### src/rtl/core/chm_pkg.sv
`default_nettype none
package chm_pkg;

   // Geometry (BUCKET_COUNT is a power of two: the bucket is the key's low bits)
   localparam int BUCKET_COUNT = 64;
   localparam int NODE_COUNT   = 256;
   localparam int BKT_W        = $clog2(BUCKET_COUNT);
   localparam int ADDR_W       = $clog2(NODE_COUNT);
   localparam int IDX_W        = $clog2(NODE_COUNT + 1);
   localparam int KEY_W        = 16;
   localparam int VAL_W        = 32;
   localparam int ACT_W        = 2;
   localparam int STAT_W       = 2;

   typedef logic [IDX_W-1:0] idx_type;

   // Null node index terminates every chain
   localparam idx_type NIL = IDX_W'(NODE_COUNT);

   typedef enum logic [ACT_W-1:0] {
      ACT_INSERT = 2'd0,
      ACT_REMOVE = 2'd1,
      ACT_LOOKUP = 2'd2,
      ACT_CLEAR  = 2'd3
   } action_type;

   typedef enum logic [STAT_W-1:0] {
      STAT_OK     = 2'd0,
      STAT_FULL   = 2'd1,
      STAT_ABSENT = 2'd2
   } status_type;

   // Bucket head memory command
   typedef struct packed {
      logic [BKT_W-1:0] raddr;
      logic             we;
      logic [BKT_W-1:0] waddr;
      idx_type          wdata;
   } bkt_cmd_type;

   // Node pool memory command
   typedef struct packed {
      logic [ADDR_W-1:0] raddr;
      logic              kv_we;
      logic              next_we;
      logic [ADDR_W-1:0] waddr;
      logic [KEY_W-1:0]  key;
      logic [VAL_W-1:0]  value;
      idx_type           next;
   } node_cmd_type;

   typedef struct packed {
      logic [KEY_W-1:0] key;
      logic [VAL_W-1:0] value;
      idx_type          next;
   } node_rd_type;

endpackage
`default_nettype wire

### src/rtl/core/chm_bucket_mem.sv
`default_nettype none
// Bucket head memory; unwritten buckets read as the null index
module chm_bucket_mem (
   input  wire                   clock,
   input  wire                   reset,
   input  chm_pkg::bkt_cmd_type  cmd,
   output chm_pkg::idx_type      rdata
);
   chm_pkg::idx_type                  head_mem [chm_pkg::BUCKET_COUNT];
   logic [chm_pkg::BUCKET_COUNT-1:0]  valid_ff;
   chm_pkg::idx_type                  rd_head_ff;
   logic                              rd_valid_ff;

   // Per-bucket valid bits, cleared by reset
   always_ff @(posedge clock) begin
      if (reset) begin
         valid_ff <= '0;
      end else if (cmd.we) begin
         valid_ff[cmd.waddr] <= 1'b1;
      end
   end

   // Storage with registered read
   always_ff @(posedge clock) begin
      if (cmd.we) begin
         head_mem[cmd.waddr] <= cmd.wdata;
      end
      rd_head_ff  <= head_mem[cmd.raddr];
      rd_valid_ff <= valid_ff[cmd.raddr];
   end

   assign rdata = rd_valid_ff ? rd_head_ff : chm_pkg::NIL;
endmodule
`default_nettype wire

### config.mk
export PLATFORM = sky130hd
export DESIGN_NAME = chm_bucket_mem
export DESIGN_NICKNAME = d
export VERILOG_FILES = /design/src/rtl/core/chm_pkg.sv /design/src/rtl/core/chm_bucket_mem.sv
export SDC_FILE = /design/constraint.sdc
export NUM_CORES = 1
export LEC_CHECK = 0
export ABC_CLOCK_PERIOD_IN_PS = 2400
export BUFFER_PORTS_ARGS = -buffer_cell sky130_fd_sc_hd__clkbuf_2
export CORE_ASPECT_RATIO = 1.75
export CORE_MARGIN = 3
export CORE_UTILIZATION = 50
export DETAILED_ROUTE_END_ITERATION = 10
export PLACE_DENSITY = 0.66
export SETUP_SLACK_MARGIN = 0.2
export SYNTH_ARGS = -nofsm -noshare
export SYNTH_HDL_FRONTEND = slang
export SYNTH_SLANG_ARGS = --single-unit
### constraint.sdc
create_clock -name clock -period 2.4 [get_ports clock]
set_input_delay 0.36 -clock clock [delete_from_list [all_inputs] [get_ports clock]]
set_output_delay 0.36 -clock clock [all_outputs]
set_load 0.005 [all_outputs]
==> metrics, run 1 <==
total setup buffers inserted after CTS 0; Final ANT Viol Nets 0; dpl cells 2,045; status finished clean; vias 12,900; CTS tree yes; Seq/Total Area, Yosys 0.752; PwrDens 786 nW/um^2; non-filler cells, final 2,143; async set-reset flop share out of synthesis 0; area of the die 52,800 sq um; slew margin rel. 0.295; Required @ worst endpoint 2820 ps; Fillers 3,625; Post-CTS Hold Buffers 0; clk buf depth 3; yosys warns 0; Area growth syn-to-layout 15.4%; Worst VDD drop 0.491 mV; DR vias/cell 6.03; clock root buffer master clkbuf_16; most used cell, CP mux4_2; Die X 175 um; predominant post-synthesis flop cell edfxtp_1; Clock Sinks 650; first-pass GRT wire length 90.0 mm; critical path arrival 2530 ps; post_cts resized 0; Clk Latency, worst-skew pair 590 ps; CP cell instances mux4_2, mux4_2, o21ai_1, o31ai_1; syn avg cell area 19.6 sq um; post-route cell area 28,800 sq um; post-synthesis register bit count 650; Detailed Place HPWL 41.0 mm; initial antenna violation count 0; Remaining Overflow, GRT 0; share of cells above drive strength 1 0.300; Slew @ Worst Pin 1060 ps; Fmax achieved 0.474 GHz; routed len/inst 28.4 um; Final Hold Vio Count 0; CTS HTree Levels 2; startpoint types register; slowest CP cell mux4_2; WP buf/inv 0; vias in the first global route 13,400; Clk pin slew, worst setup/hold paths 70 ps; iteration count of the initial detailed-routing pass 5; fin nets 1,470; Die Y 302 um; Port Buffers 32; # rows 107; DR DRC count 0; Hold Path Class in -> reg; minimum clock period 2110 ps; unrepaired setup endpoints after global routing no; Iter 0 DRT Violations 1,227; CP Max Fanout 1; placed inst area 27,000 sq um; Yosys cell types 36; Inserted Clock Buffers 53; final hold slack 253 ps; LEAKAGE 0.00942 uW; Mapped Nets 1,295; CP Class reg -> reg; gr usage total 0.235; Starting Density 0.510; Syn Std Cell Area 25,000 sq um; Final Cycle Share 0.879; final design utilization 0.588; drt total wl 60.8 mm; I/O pins 33; number of synthesized flops with an enable pin 576; CP max stage delay 540 ps; largest net degree at the start of global routing 65; Ant. Diodes 0; CP endpoint kind register; Finish-stage setup viols 0; Synth Instances 1,271; Total Power 22,700 uW; Slew Limit Fails 0; Max-Cap Viols 0; skew final 26.6 ps; Final Wtd Congestion 0.900; Crit path max-delay family multiplexers; Core Box Area 49,000 sq um
## power breakdown
part           total [uW]  internal [uW]  switching [uW]
combinational        1310            534             773
sequential          12400          12400            37.2
clock                8920           5080            3840
## worst paths after layout
| check | start | cells past startpoint | end | slack (ps) |
|---|---|---|---|---|
| worst min-delay path | cmd[7] | 1 | head_mem[13][7] | 250 |
| worst max register to register | head_mem[32][1] | 4 | rd_head_ff[1] | 290 |
| worst max-delay path | head_mem[32][1] | 4 | rd_head_ff[1] | 290 |
| worst min register to register | valid_ff[11] | 2 | valid_ff[11] | 470 |
## cell families after synthesis
kind of cell           after synthesis  synth area share
and+or+nand+nor                    260            0.0455
DFF                                650             0.752
AOI/OAI and AO/OA                   98            0.0274
muxes                              191             0.160
buffers and inverters               72            0.0147
## cell type report
type | count | area [sq um] | share of cell area
clock inverters | 23 | 298 | 0.0103
multi-input cells | 549 | 5820 | 0.202
well taps | 654 | 818 | 0.0284
clock buffers | 75 | 1490 | 0.0517
flip-flops and latches | 650 | 18800 | 0.652
repair buffers | 191 | 1600 | 0.0555
inverters | 1 | 3.75 | 0.000130
## metal layers
metal | vias to the layer above | share of wire | GRT usage
met5 | - | 0 | 0
met4 | 0 | 0.057 | 0.119
met3 | 136 | 0.054 | 0.0266
met2 | 517 | 0.54 | 0.425
met1 | 6794 | 0.35 | 0.278
li1 | 5478 | - | -
## synth_stat cells, drive strengths merged (9+ instances only)
cell    instances  area [sq um]
a21oi          16          80.1
and2           13          81.3
buf            30           210
clkbuf         41           154
dfxtp          74          1480
edfxtp        576         17300
mux2i          23           230
mux4          167          3760
nand2          18          67.6
nand2b         10          62.6
nand3           9          45.0
nor2          172           646
nor2b          19           119
o21ai          21           105
o22ai          15          93.8
## stage by stage
step / setup slack (ps) / TNS (ps)
global placement: -252 / -448
global route: 273 / 0
CTS: 295 / 0
finish: 291 / 0
detailed placement: -232 / -471
floorplan: 279 / 0
## layout by cell type (no fill, tap or decap), types with 9 or more instances in the layout
cell type and instances:
a21oi_1 16, and2_1 13, buf_12 18, buf_4 142
clkbuf_1 15, clkbuf_16 54, clkbuf_2 29, clkinv_2 9
dfxtp_1 74, edfxtp_1 576, mux2i_1 23, mux4_2 167
nand2_1 18, nand2b_1 10, nand3_1 9, nor2_1 172
nor2b_1 19, o21ai_0 14, o22ai_1 15
## sequential cells by signal (all words and copies together) (netlist names)
| register | cells |
|---|---|
| head_mem | 576 |
| valid_ff | 64 |
| rd_head_ff | 9 |
| rd_valid_ff | 1 |
Power figures use the tool's default switching activity.
==> run 2: changes to the inputs <==
CORE_MARGIN = default   (was 3)
CTS_BUF_LIST = sky130_fd_sc_hd__clkbuf_8 sky130_fd_sc_hd__clkbuf_16   (was default)
==> run 2 against run 1 <==
Via count down 0.97%. First-iteration DRC count shrank 8.0%. Die area shrank 3.6%. Worst setup slack improved by 30 ps. Routed wire length grew 1.3%. Cell area decreased by 0.58%. Maximum frequency is 1.4% higher. Largest power group unchanged. Critical path type is now reg -> out. Clock-buffer cell count fell by 16. Sequential power about the same.
==> metrics, run 2 (synthesis gave the netlist of run 1 again) <==
Area growth syn-to-layout 14.7%; slew margin rel. 0.297 (+0.00242); Regs by FF count head_mem (576), valid_ff (64), rd_head_ff (9); largest net degree at the start of global routing 65 (unchanged); DR DRC count 0 (unchanged); LEAKAGE 0.00940 uW (-0.26%); Clock Sinks 650 (unchanged); Die Y 298 um (-1.3%); fin nets 1,460 (-0.68%); Fmax achieved 0.481 GHz (+1.4%); final hold slack 292 ps (+38.7 ps); RR Startpoint head_mem[2][0]; CTS HTree Levels 2 (unchanged); Detailed Place HPWL 41.0 mm (about the same); Clk pin slew, worst setup/hold paths 70 ps (about the same); FF-to-FF setup slack 390 ps (+100 ps); GR peak layer met2; Worst VDD drop 0.555 mV (+13%); Inserted Clock Buffers 52 (-1.9%); M3 GR Usage 0.0390 (+0.0124); Finish-stage setup viols 0 (unchanged); Post-CTS Hold Buffers 0 (unchanged); DR vias/cell 5.99 (-0.74%); Clk Latency, worst-skew pair 590 ps (about the same); hold wc startpoint cmd[2]; FF-to-FF End rd_head_ff[0]; Final ANT Viol Nets 0 (unchanged); initial antenna violation count 1 (+1); Slew @ Worst Pin 1050 ps (-3.63 ps); # rows 108 (+0.93%); Worst Hold Path EP head_mem[8][2]; Ant. Diodes 0 (unchanged); commonest non-fill, non-tap cell in the layout edfxtp_1; CP max stage delay 610 ps (+70 ps); CP cell instances and2_1, clkbuf_2; Starting Density 0.505 (-0.00472); post-route cell area 28,600 sq um (-0.58%); unrepaired setup endpoints after global routing no; WP buf/inv 1 (+1); Die X 171 um (-2.3%); routed len/inst 28.8 um (+1.5%); slowest CP cell dfxtp_1; first-pass GRT wire length 90.2 mm (+0.23%); Core Box Area 49,500 sq um (+0.93%); CP endpoint kind output pin; Worst Hold Depth 2 (+1); Crit path max-delay family flip-flops; status finished clean; Biggest register head_mem; CTS tree yes; gr usage total 0.251 (+0.0155); Iter 0 DRT Violations 1,129 (-8.0%); iteration count of the initial detailed-routing pass 5 (unchanged); drt total wl 61.6 mm (+1.3%); clk buf depth 3 (unchanged); share of cells above drive strength 1 0.294 (-0.00589); Remaining Overflow, GRT 0 (unchanged); critical path arrival 1720 ps (-810 ps); FF-to-FF path depth 5 (+1); Final Wtd Congestion 0.855 (-5.0%); Final Cycle Share 0.866 (-0.0124); GR Util met2 0.444 (+0.0187); Required @ worst endpoint 2040 ps (-780 ps); CP Class reg -> out; vias 12,800 (-0.97%); startpoint types register; Fillers 3,667 (+1.2%); Final Hold Vio Count 0 (unchanged); max reg flops 576 (unchanged); Hold Path Class in -> reg; GRT met1 Usage 0.297 (+0.0191); skew final 21.3 ps (-5.34 ps); Slew Limit Fails 0 (unchanged); PwrDens 779 nW/um^2 (-0.98%); area of the die 50,900 sq um (-3.6%); Port Buffers 32 (unchanged); clock root buffer master clkbuf_16; Max-Cap Viols 0 (unchanged); vias in the first global route 13,400 (-0.27%); minimum clock period 2080 ps (-29.7 ps); I/O pins 33 (unchanged); placed inst area 26,900 sq um (-0.31%); commonest non-fill, non-tap cells in the layout edfxtp_1 (576), nor2_1 (172), mux4_2 (167), buf_4 (135), dfxtp_1 (74); CP Max Fanout 9 (+8)
==> run 2: cell types whose count changed in the layout (fill, tap and decap cells not counted), moves of 2 or more <==
cell / previous run / this run
bufinv_16: 7 / 5
buf_4: 142 / 135
inv_6: 0 / 2
clkbuf_1: 15 / 0
buf_12: 18 / 16
inv_1: 1 / 18
clkinv_2: 9 / 7
==> run 2: power breakdown <==
group / leakage [uW] / internal, uW / total (uW) / switching, uW
Combinational: 0.00271 / 516 / 1290 / 771
Clock: 0.000900 / 4740 / 8580 / 3850
Sequential: 0.00578 / 12400 / 12400 / 42.8
Total: 0.00940 / 17600 / 22300 / 4660
==> run 2: final cells by class <==
cell class	instances	area (sq um)	share of cell area
Multi-Input combinational cell	549	5820	0.203
Clock buffer	59	1410	0.0492
Tap cell	660	826	0.0288
Sequential cell	650	18800	0.656
Timing Repair Buffer	182	1510	0.0526
Clock inverter	37	297	0.0104
Inverter	1	3.75	0.000131
==> run 2: worst max-delay path by stage <==
stage | startpoint | to | slack [ps] | cells after the start
after global routing | rd_valid_ff | rdata[6] | 310 | 2
after detailed placement | cmd[16] | rd_head_ff[0] | -180 | 7
after CTS | head_mem[3][1] | rd_head_ff[1] | 290 | 5
final | rd_valid_ff | rdata[6] | 320 | 2
after floorplan | cmd[16] | rd_head_ff[0] | 280 | 6
after global placement | cmd[16] | rd_head_ff[0] | -200 | 7
==> run 2: stage by stage <==
| step | total power, uW | util | TNS, ps | worst slack, ps | instances |
|---|---|---|---|---|---|
| floorplan | 13300 | - | 0 | 279 | 1271 |
| global placement | 14000 | 0.545 | -606 | -202 | 2042 |
| detailed placement | 14000 | 0.545 | -590 | -176 | 2042 |
| CTS | 22400 | 0.579 | 0 | 287 | 2138 |
| global route | 22900 | 0.579 | 0 | 313 | 2138 |
| finish | 22300 | 0.579 | 0 | 321 | 2138 |
==> run 2: timing repair <==
action / 4_1_cts / 5_1_grt
endpoints found under the setup margin: 0 / 1
hold endpoints to repair: 0 / 0
setup buffers: 0 / 0
gates resized for setup: 0 / 1
==> run 2: per-layer routing <==
metal | part of all wire | wire length (um) | vias up
met5 | 0.00019 | 12 | -
met4 | 0.049 | 3020 | 2
met3 | 0.059 | 3630 | 125
met2 | 0.54 | 33100 | 492
met1 | 0.36 | 21900 | 6721
li1 | - | - | 5459
